$ cat config.mk
export PLATFORM = sky130hd
export DESIGN_NAME = breakpoint_curve_interpolator
export DESIGN_NICKNAME = d
export VERILOG_FILES = /design/src/rtl/bci_pkg.sv /design/src/rtl/bci_ram.sv /design/src/rtl/breakpoint_curve_interpolator.sv
export VERILOG_INCLUDE_DIRS = /design/src /design/src/rtl
export SDC_FILE = /design/constraint.sdc
export NUM_CORES = 2
export LEC_CHECK = 0
export ABC_AREA = 1
export BUFFER_PORTS_ARGS = -buffer_cell sky130_fd_sc_hd__buf_2
export CAP_MARGIN = 20
export CORE_ASPECT_RATIO = 1.1
export CORE_MARGIN = 1.5
export CORE_UTILIZATION = 50
export DETAILED_ROUTE_END_ITERATION = 10
export GPL_TIMING_DRIVEN = 1
export PLACE_DENSITY = 0.76
export RECOVER_POWER = 25
export SYNTH_ARGS = -nofsm -noshare
export SYNTH_HDL_FRONTEND = slang
export SYNTH_HIERARCHICAL = 1
export SYNTH_SLANG_ARGS = --single-unit
$ cat constraint.sdc
create_clock -name clk -period 9.4 [get_ports clk]
set_input_delay 0.94 -clock clk [delete_from_list [all_inputs] [get_ports clk]]
set_output_delay 0.94 -clock clk [all_outputs]
set_load 0.1 [all_outputs]
$ cat src/rtl/assert_macros.svh
// assertion helpers for the rtl
`ifndef ASSERT_MACROS_SVH
`define ASSERT_MACROS_SVH

// checked only while out of reset
`define BCI_ASSERT(label, prop, msg) \
  label: assert property (@(posedge clk) disable iff (!rst_n) prop) else $error(msg);

// checked on every edge, reset included
`define BCI_ASSERT_ALWAYS(label, prop, msg) \
  label: assert property (@(posedge clk) prop) else $error(msg);

`endif

$ cat src/rtl/bci_pkg.sv
`timescale 1ns / 1ps

package bci_pkg;

  localparam int BCI_MAX_POINTS = 16;

  localparam int AMOUNT_W = 16;
  localparam int WORD_W   = 16;
  localparam int VALUE_W  = 14;
  localparam int QUERY_W  = 25;
  localparam int RESULT_W = 22;
  localparam int RATIO_W  = 12;
  localparam int WGT_W    = 13;
  localparam int COUNT_W  = 5;

  localparam logic [1:0] FLAG_EASE = 2'b01;
  localparam logic [WGT_W-1:0] WGT_ONE = 13'd4096;
  localparam logic [RESULT_W-1:0] RESULT_MAX = 22'd4194048;

  typedef struct packed {
    logic [WORD_W-1:0]   word;
    logic [AMOUNT_W-1:0] amount;
  } bci_entry_t;

  typedef enum logic [3:0] {
    ST_IDLE,
    ST_FIRST,
    ST_LAST,
    ST_WALK,
    ST_SEG,
    ST_DIV,
    ST_WGT,
    ST_EASE,
    ST_MUL,
    ST_FIN,
    ST_PUSH
  } bci_state_t;

  typedef logic [WGT_W-1:0] sine_rom_t [256];

  // quarter-wave sine in q1.12, fixed q30 taylor series, evaluated at elaboration
  function automatic sine_rom_t build_sine_rom();
    sine_rom_t rom;
    logic [63:0] x;
    logic [63:0] x2;
    logic [63:0] t;
    logic [63:0] s;
    for (int k = 0; k < 256; k++) begin
      x  = (64'd1686629713 * 64'(k)) >> 8;
      x2 = (x * x) >> 30;
      t  = 64'd1073741824;
      t  = 64'd1073741824 - ((x2 * t) >> 30) / 64'd110;
      t  = 64'd1073741824 - ((x2 * t) >> 30) / 64'd72;
      t  = 64'd1073741824 - ((x2 * t) >> 30) / 64'd42;
      t  = 64'd1073741824 - ((x2 * t) >> 30) / 64'd20;
      t  = 64'd1073741824 - ((x2 * t) >> 30) / 64'd6;
      s  = (x * t) >> 30;
      rom[k] = WGT_W'((s + 64'd131072) >> 18);
    end
    return rom;
  endfunction

endpackage

$ cat src/rtl/bci_ram.sv
`timescale 1ns / 1ps

module bci_ram #(
  parameter int WIDTH = 32,
  parameter int DEPTH = 16
) (
  input  logic                     clk,
  input  logic                     we,
  input  logic [$clog2(DEPTH)-1:0] waddr,
  input  logic [WIDTH-1:0]         wdata,
  input  logic [$clog2(DEPTH)-1:0] raddr,
  output logic [WIDTH-1:0]         rdata
);

  logic [WIDTH-1:0] mem [DEPTH];

  always_ff @(posedge clk) begin
    if (we) begin
      mem[waddr] <= wdata;
    end
    rdata <= mem[raddr];
  end

endmodule

$ cat src/rtl/breakpoint_curve_interpolator.sv
`timescale 1ns / 1ps
// write request: accepted with no result; write requests can follow back to back
// evaluate request: walks the breakpoint ram to its segment, runs the 12-step divider,
// then weights the segment (plus the ease step with the sine ease); early exits for an
// empty table, a clamped query or a flat segment skip the rest; in_tready returns with
// the result, so a new evaluate is taken only once the last is pushed, after any out_tready stall
// rst_n (synchronous, active low) clears point_count and handshake state, not the ram
`include "assert_macros.svh"

module breakpoint_curve_interpolator
  import bci_pkg::*;
#(
  parameter int MAX_POINTS = BCI_MAX_POINTS
) (
  input  logic                clk,
  input  logic                rst_n,
  // config: point_count
  input  logic                cfg_we,
  input  logic [COUNT_W-1:0]  cfg_wdata,
  // in_tdata: point_index[3:0], point_amount[19:4], point_word[35:20],
  //           query_amount[60:36], zero fill[63:61]
  input  logic                in_tvalid,
  output logic                in_tready,
  input  logic [63:0]         in_tdata,
  // in_tuser: cmd
  input  logic                in_tuser,
  // out_tdata: curve_value[21:0], zero fill[23:22]
  output logic                out_tvalid,
  input  logic                out_tready,
  output logic [23:0]         out_tdata
);

  localparam int IDX_W  = (MAX_POINTS > 1) ? $clog2(MAX_POINTS) : 1;
  localparam int CNT_W  = $clog2(MAX_POINTS + 1);
  localparam int CMP_W  = (CNT_W > COUNT_W) ? CNT_W : COUNT_W;
  localparam int SLOT_W = (CNT_W > 4) ? CNT_W : 4;

  localparam sine_rom_t SINE_ROM = build_sine_rom();

  // input fields
  logic [3:0]          in_point_index;
  logic [AMOUNT_W-1:0] in_point_amount;
  logic [WORD_W-1:0]   in_point_word;
  logic [QUERY_W-1:0]  in_query_amount;

  assign in_point_index  = in_tdata[3:0];
  assign in_point_amount = in_tdata[19:4];
  assign in_point_word   = in_tdata[35:20];
  assign in_query_amount = in_tdata[60:36];

  bci_state_t state_r, state_nxt;

  logic [COUNT_W-1:0]         point_count_r;
  logic signed [QUERY_W-1:0]  q_r, q_nxt;
  logic [IDX_W-1:0]           last_idx_r, last_idx_nxt;
  logic [IDX_W-1:0]           idx_r, idx_nxt;
  bci_entry_t                 prev_r, prev_nxt;
  bci_entry_t                 cur_r, cur_nxt;
  logic [AMOUNT_W-1:0]        den_r, den_nxt;
  logic [AMOUNT_W-1:0]        rem_r, rem_nxt;
  logic [RATIO_W-1:0]         dvd_r, dvd_nxt;
  logic [3:0]                 cnt_r, cnt_nxt;
  logic [WGT_W-1:0]           lo_r, lo_nxt;
  logic [WGT_W-1:0]           w_r, w_nxt;
  logic signed [28:0]         prod_r, prod_nxt;
  logic [RESULT_W-1:0]        res_r, res_nxt;
  logic [RESULT_W-1:0]        out_data_r;
  logic                       out_valid_r;

  logic                       in_fire;
  logic                       slot_free;
  logic                       ram_we;
  logic [IDX_W-1:0]           ram_waddr;
  logic [31:0]                ram_rdata;
  bci_entry_t                 rd_entry;
  bci_entry_t                 wr_entry;

  // shared compare/subtract against a breakpoint position
  logic [AMOUNT_W-1:0]        amt_sel;
  logic signed [QUERY_W:0]    diff;
  logic                       diff_neg;
  logic                       diff_zero;

  // divider step
  logic [AMOUNT_W+1:0]        trial;

  // request decode
  logic [CMP_W-1:0]           n_ext;
  logic                       slot_ok;
  logic                       seg_ease;

  // sine table port
  logic [8:0]                 rom_idx;
  logic [WGT_W-1:0]           rom_q;
  logic [WGT_W+3:0]           ease_step;

  // final sum
  logic signed [29:0]         total;
  logic signed [29:0]         rnd;

  assign rd_entry = bci_entry_t'(ram_rdata);
  assign wr_entry = '{word: in_point_word, amount: in_point_amount};

  bci_ram #(
    .WIDTH (32),
    .DEPTH (MAX_POINTS)
  ) u_ram (
    .clk   (clk),
    .we    (ram_we),
    .waddr (ram_waddr),
    .wdata (wr_entry),
    .raddr (idx_nxt),
    .rdata (ram_rdata)
  );

  assign amt_sel   = (state_r == ST_SEG) ? prev_r.amount : rd_entry.amount;
  assign diff      = {q_r[QUERY_W-1], q_r} - $signed({2'b00, amt_sel, 8'h00});
  assign diff_neg  = diff[QUERY_W];
  assign diff_zero = (diff == '0);

  assign trial = {1'b0, rem_r, dvd_r[RATIO_W-1]} - {2'b00, den_r};

  always_comb begin
    n_ext = CMP_W'(point_count_r);
    if (n_ext > CMP_W'(MAX_POINTS)) begin
      n_ext = CMP_W'(MAX_POINTS);
    end
  end

  assign slot_ok  = SLOT_W'(in_point_index) < SLOT_W'(MAX_POINTS);
  assign seg_ease = (cur_r.word[WORD_W-1:VALUE_W] == FLAG_EASE);

  assign rom_idx = (state_r == ST_EASE) ? ({1'b0, dvd_r[RATIO_W-1:4]} + 9'd1)
                                        : {1'b0, dvd_r[RATIO_W-1:4]};
  assign rom_q   = rom_idx[8] ? WGT_ONE : SINE_ROM[rom_idx[7:0]];
  assign ease_step = (rom_q - lo_r) * dvd_r[3:0];

  assign total = $signed({4'b0000, prev_r.word[VALUE_W-1:0], 12'h000})
               + 30'(prod_r);
  assign rnd   = total + 30'sd8;

  // handshake outputs and ram write port
  always_comb begin
    in_tready  = (state_r == ST_IDLE);
    in_fire    = in_tvalid && in_tready;
    slot_free  = !out_valid_r || out_tready;
    ram_we     = in_fire && !in_tuser && slot_ok;
    ram_waddr  = IDX_W'(in_point_index);
    out_tvalid = out_valid_r;
    out_tdata  = {2'b00, out_data_r};
  end

  // next state
  always_comb begin
    state_nxt = state_r;
    case (state_r)
      ST_IDLE: begin
        if (in_fire && in_tuser) begin
          state_nxt = (n_ext == '0) ? ST_PUSH : ST_FIRST;
        end
      end
      ST_FIRST: begin
        state_nxt = (diff_neg || diff_zero) ? ST_PUSH : ST_LAST;
      end
      ST_LAST: begin
        state_nxt = diff_neg ? ST_WALK : ST_PUSH;
      end
      ST_WALK: begin
        if (diff_neg) begin
          state_nxt = ST_SEG;
        end
      end
      ST_SEG: begin
        state_nxt = (cur_r.amount > prev_r.amount) ? ST_DIV : ST_PUSH;
      end
      ST_DIV: begin
        if (cnt_r == 4'(RATIO_W - 1)) begin
          state_nxt = ST_WGT;
        end
      end
      ST_WGT: begin
        state_nxt = seg_ease ? ST_EASE : ST_MUL;
      end
      ST_EASE: begin
        state_nxt = ST_MUL;
      end
      ST_MUL: begin
        state_nxt = ST_FIN;
      end
      ST_FIN: begin
        state_nxt = ST_PUSH;
      end
      ST_PUSH: begin
        if (slot_free) begin
          state_nxt = ST_IDLE;
        end
      end
      default: begin
        state_nxt = ST_IDLE;
      end
    endcase
  end

  // datapath
  always_comb begin
    q_nxt        = q_r;
    last_idx_nxt = last_idx_r;
    idx_nxt      = idx_r;
    prev_nxt     = prev_r;
    cur_nxt      = cur_r;
    den_nxt      = den_r;
    rem_nxt      = rem_r;
    dvd_nxt      = dvd_r;
    cnt_nxt      = cnt_r;
    lo_nxt       = lo_r;
    w_nxt        = w_r;
    prod_nxt     = prod_r;
    res_nxt      = res_r;
    case (state_r)
      ST_IDLE: begin
        if (in_fire && in_tuser) begin
          q_nxt        = $signed(in_query_amount);
          last_idx_nxt = IDX_W'(n_ext - 1'b1);
          idx_nxt      = '0;
          res_nxt      = '0;
        end
      end
      ST_FIRST: begin
        prev_nxt = rd_entry;
        res_nxt  = {rd_entry.word[VALUE_W-1:0], 8'h00};
        idx_nxt  = last_idx_r;
      end
      ST_LAST: begin
        res_nxt = {rd_entry.word[VALUE_W-1:0], 8'h00};
        idx_nxt = IDX_W'(1);
      end
      ST_WALK: begin
        if (diff_neg) begin
          cur_nxt = rd_entry;
        end else begin
          prev_nxt = rd_entry;
          idx_nxt  = idx_r + 1'b1;
        end
      end
      ST_SEG: begin
        // descending or flat segment holds its first value
        res_nxt = {prev_r.word[VALUE_W-1:0], 8'h00};
        den_nxt = cur_r.amount - prev_r.amount;
        rem_nxt = diff[23:8];
        dvd_nxt = {diff[7:0], 4'h0};
        cnt_nxt = '0;
      end
      ST_DIV: begin
        // quotient bits shift in behind the dividend bits
        if (!trial[AMOUNT_W+1]) begin
          rem_nxt = trial[AMOUNT_W-1:0];
          dvd_nxt = {dvd_r[RATIO_W-2:0], 1'b1};
        end else begin
          rem_nxt = {rem_r[AMOUNT_W-2:0], dvd_r[RATIO_W-1]};
          dvd_nxt = {dvd_r[RATIO_W-2:0], 1'b0};
        end
        cnt_nxt = cnt_r + 4'd1;
      end
      ST_WGT: begin
        lo_nxt = rom_q;
        w_nxt  = {1'b0, dvd_r};
      end
      ST_EASE: begin
        w_nxt = lo_r + WGT_W'(ease_step >> 4);
      end
      ST_MUL: begin
        prod_nxt = ($signed({1'b0, cur_r.word[VALUE_W-1:0]})
                    - $signed({1'b0, prev_r.word[VALUE_W-1:0]}))
                   * $signed({1'b0, w_r});
      end
      ST_FIN: begin
        res_nxt = total[29] ? '0 : rnd[25:4];
      end
      default: begin
      end
    endcase
  end

  always_ff @(posedge clk) begin
    if (!rst_n) begin
      state_r       <= ST_IDLE;
      out_valid_r   <= 1'b0;
      point_count_r <= '0;
    end else begin
      state_r <= state_nxt;
      if (cfg_we) begin
        point_count_r <= cfg_wdata;
      end
      if (state_r == ST_PUSH && slot_free) begin
        out_valid_r <= 1'b1;
      end else if (out_tready) begin
        out_valid_r <= 1'b0;
      end
    end
  end

  always_ff @(posedge clk) begin
    q_r        <= q_nxt;
    last_idx_r <= last_idx_nxt;
    idx_r      <= idx_nxt;
    prev_r     <= prev_nxt;
    cur_r      <= cur_nxt;
    den_r      <= den_nxt;
    rem_r      <= rem_nxt;
    dvd_r      <= dvd_nxt;
    cnt_r      <= cnt_nxt;
    lo_r       <= lo_nxt;
    w_r        <= w_nxt;
    prod_r     <= prod_nxt;
    res_r      <= res_nxt;
    if (state_r == ST_PUSH && slot_free) begin
      out_data_r <= res_r;
    end
  end

  `BCI_ASSERT(a_walk_in_range, (state_r == ST_WALK) |-> (idx_r <= last_idx_r), "walk past last point")
  `BCI_ASSERT(a_weight_max, (state_r == ST_MUL) |-> (w_r <= WGT_ONE), "weight above one")
  `BCI_ASSERT(a_result_max, out_tvalid |-> (out_tdata[RESULT_W-1:0] <= RESULT_MAX), "result out of range")
  `BCI_ASSERT_ALWAYS(a_reset_quiet, !rst_n |=> !out_tvalid, "result shown after reset")

endmodule
==> impl_metrics.ini <==
[synthesis]
syn-cell-area_um2 = 49100
ys_async_sr_fraction_pct = 0
yosys.area.top_type = edfxtp_1
ys_top_cells_by_count = 1381 x nand2_1, 1004 x inv_1, 747 x edfxtp_1
synth_seq_cells = 793
synth.most_common_cell = nand2_1
avgSynthCellArea_um2 = 9.05
synth_area_leaders = edfxtp_1 46%, nand2_1 11%, fa_1 9.1%, inv_1 7.7%, nand3_1 5.6%
synthCells = 5423
synth_warnings = 6
synth_top_area_share_pct = 45.7
ys_seq_area_share_pct = 47.6
ys.flop_type = edfxtp_1
synth-edff-count = 747
yosys.cell_types.count = 52

[placement]
dp_hpwl_um = 86700
globalplace.congestion = 0.950
port_buffers = 95
placed_cell_area_um2 = 51100
dp.cells = 6721

[floorplanning]
start_util_pct = 50.4
rows = 120
die_w_um = 302
dieHeight_um = 332
dieArea_um2 = 100000
fp.coreArea_um2 = 97300
io_pins = 101

[drt]
vias = 37300
wl_per_cell_um = 18.6
vias_per_cell = 5.42
postRouteAntennaNets = 0
drc_errors = 0
drtIter0Drc = 4021
dr.pass1.iters = 8
wl_um = 128000

[global_routing]
grt_pass1_wl_um = 198000
grt_use_total_pct = 25.4
grt_remaining_overflow = 0
antenna_found_initial = 7
grt_pass1_vias = 36700
grt_max_degree = 179

[critical_path]
r2r-end = w_r[12]
cpPeakStageDelay_ps = 550
ff2ff_setup_slack_ps = 740
rr_startpoint = state_r[2]
cp_max_fo = 19
critPathMostFrequentCell = nand2_1
critPathArrivalTime_ps = 8990
critical_path_class = reg -> reg
cp-end-kind = register
cpMaxStageDelayCell = fa_1
cp-start-kind = register
required_ps = 9730
reg2reg_depth = 48

[clocking]
cts_tree = done
cts_hold_buffers = 0
cts_root_buf = clkbuf_16
numClockSinks = 793
clkLatencyLatePin_ps = 650
numCtsBuffers = 83
clockBufferDepth = 3
htreeDepth = 3
clkTransAtPathRegs_ps = 60

[timing]
tns_ps = 0
max_slew_margin_pct = 24.4
setup_viol = 0
finalClockSkew_ps = 62.7
fin_crit_sh_pct = 92.1
fmax_mhz = 115
worst_pin_slew_ps = 1130
hold_viol = 0
drv_slew = 0
rsz0062_at_grt = false
period_needed_ps = 8660

[final_layout]
fillers = 8268
area_growth_pct = 9.73
design_area_um2 = 53800
drive_gt1_share_pct = 6.77
fin_cells = 6881
nets = 6032
fin_util_pct = 55.3

[worst_hold_path]
hold_path_end = cur_r[30]
min_path_type = reg -> reg
min-delay-start = u_ram/rdata[30]
hold_depth = 0

[job]
drv_cap = 0

[outcome]
status = completed
-- cell usage in the layout, fill, tap and decap left out, drive strengths merged, types with 36 or more instances in the layout --
| master | n |
|---|---|
| nand2 | 1386 |
| inv | 1015 |
| o21ai | 185 |
| xor2 | 84 |
| fa | 224 |
| ha | 207 |
| xnor2 | 36 |
| a21oi | 174 |
| nand3 | 549 |
| edfxtp | 747 |
| dfxtp | 46 |
| clkinv | 40 |
| o211ai | 36 |
| buf | 160 |
| nor2 | 359 |
| clkbuf | 135 |
-- worst max path at each step --
stage                from  endpoint  slack (ps)  depth (start not counted)
2_1_floorplan  state_r[1]   w_r[12]        1840                         47
3_3_place_gp   state_r[1]   w_r[12]         740                         49
3_5_place_dp   state_r[1]   w_r[11]         600                         50
4_1_cts        state_r[1]   w_r[11]         510                         50
5_1_grt        state_r[2]   w_r[11]          30                         49
6_report       state_r[2]   w_r[12]         740                         48
-- cell type report --
| class | count | area, um^2 | area share, % |
|---|---|---|---|
| Multi-Input combinational cell | 3444 | 21100 | 39.2 |
| Timing Repair Buffer | 192 | 1200 | 2.22 |
| Clock buffer | 103 | 2260 | 4.21 |
| Sequential cell | 793 | 23400 | 43.4 |
| Clock inverter | 53 | 493 | 0.915 |
| Inverter | 1012 | 3810 | 7.08 |
| Antenna cell | 3 | 7.51 | 0.0139 |
| Tap cell | 1281 | 1600 | 2.98 |
-- registers in the layout, summed over array words and instances, names as in the netlist, 4 cells and up --
name           flops
cnt_r              4
point_count_r      5
prev_r            30
dvd_r             12
cur_r             32
res_r             22
w_r               13
prod_r            26
idx_r              4
lo_r              13
q_r               25
u_ram/mem        512
out_data_r        22
state_r            4
rem_r             16
last_idx_r         4
u_ram/rdata       32
den_r             16
-- logic make-up after synthesis --
family / Yosys count / share of synthesized area [%]
DFF: 793 / 47.6
adders and majority gates: 431 / 14.4
xor gates and xnor gates: 120 / 2.17
AOI/OAI and AO/OA: 487 / 5.61
and+or+nand+nor: 2404 / 20.4
buffers and inverters: 1187 / 9.82
other: 1 / 0.00764
-- per-stage QoR --
step	setup WS [ps]	hold WS, ps
2_1_floorplan	1840	386
3_3_place_gp	744	385
3_5_place_dp	595	405
4_1_cts	509	418
5_1_grt	28.5	422
6_report	738	416
-- repair_timing --
action	in CTS	in global routing
setup buffers	0	0
resized for setup	0	6
endpoints found under the setup margin	0	2
-- critical path, delay by kind of cell (launching register included) --
family	cells	cell delay, ps
DFF	1	350
AOI/OAI and AO/OA	11	1980
adders and majority gates	6	2420
xor gates and xnor gates	1	220
buffers and inverters	6	510
and+or+nand+nor	24	2890
-- layer usage --
metal / wire, um / part of all wire (%) / GRT usage [%]
met1: 50100 / 39 / 33.0
met2: 61600 / 48 / 42.5
met3: 11300 / 8.8 / 4.30
met4: 4790 / 3.7 / 9.78
met5: 84 / 0.066 / 0
Power is not shown: default switching activity piles up to over one toggle a cycle in this logic, so the estimate is an artifact.
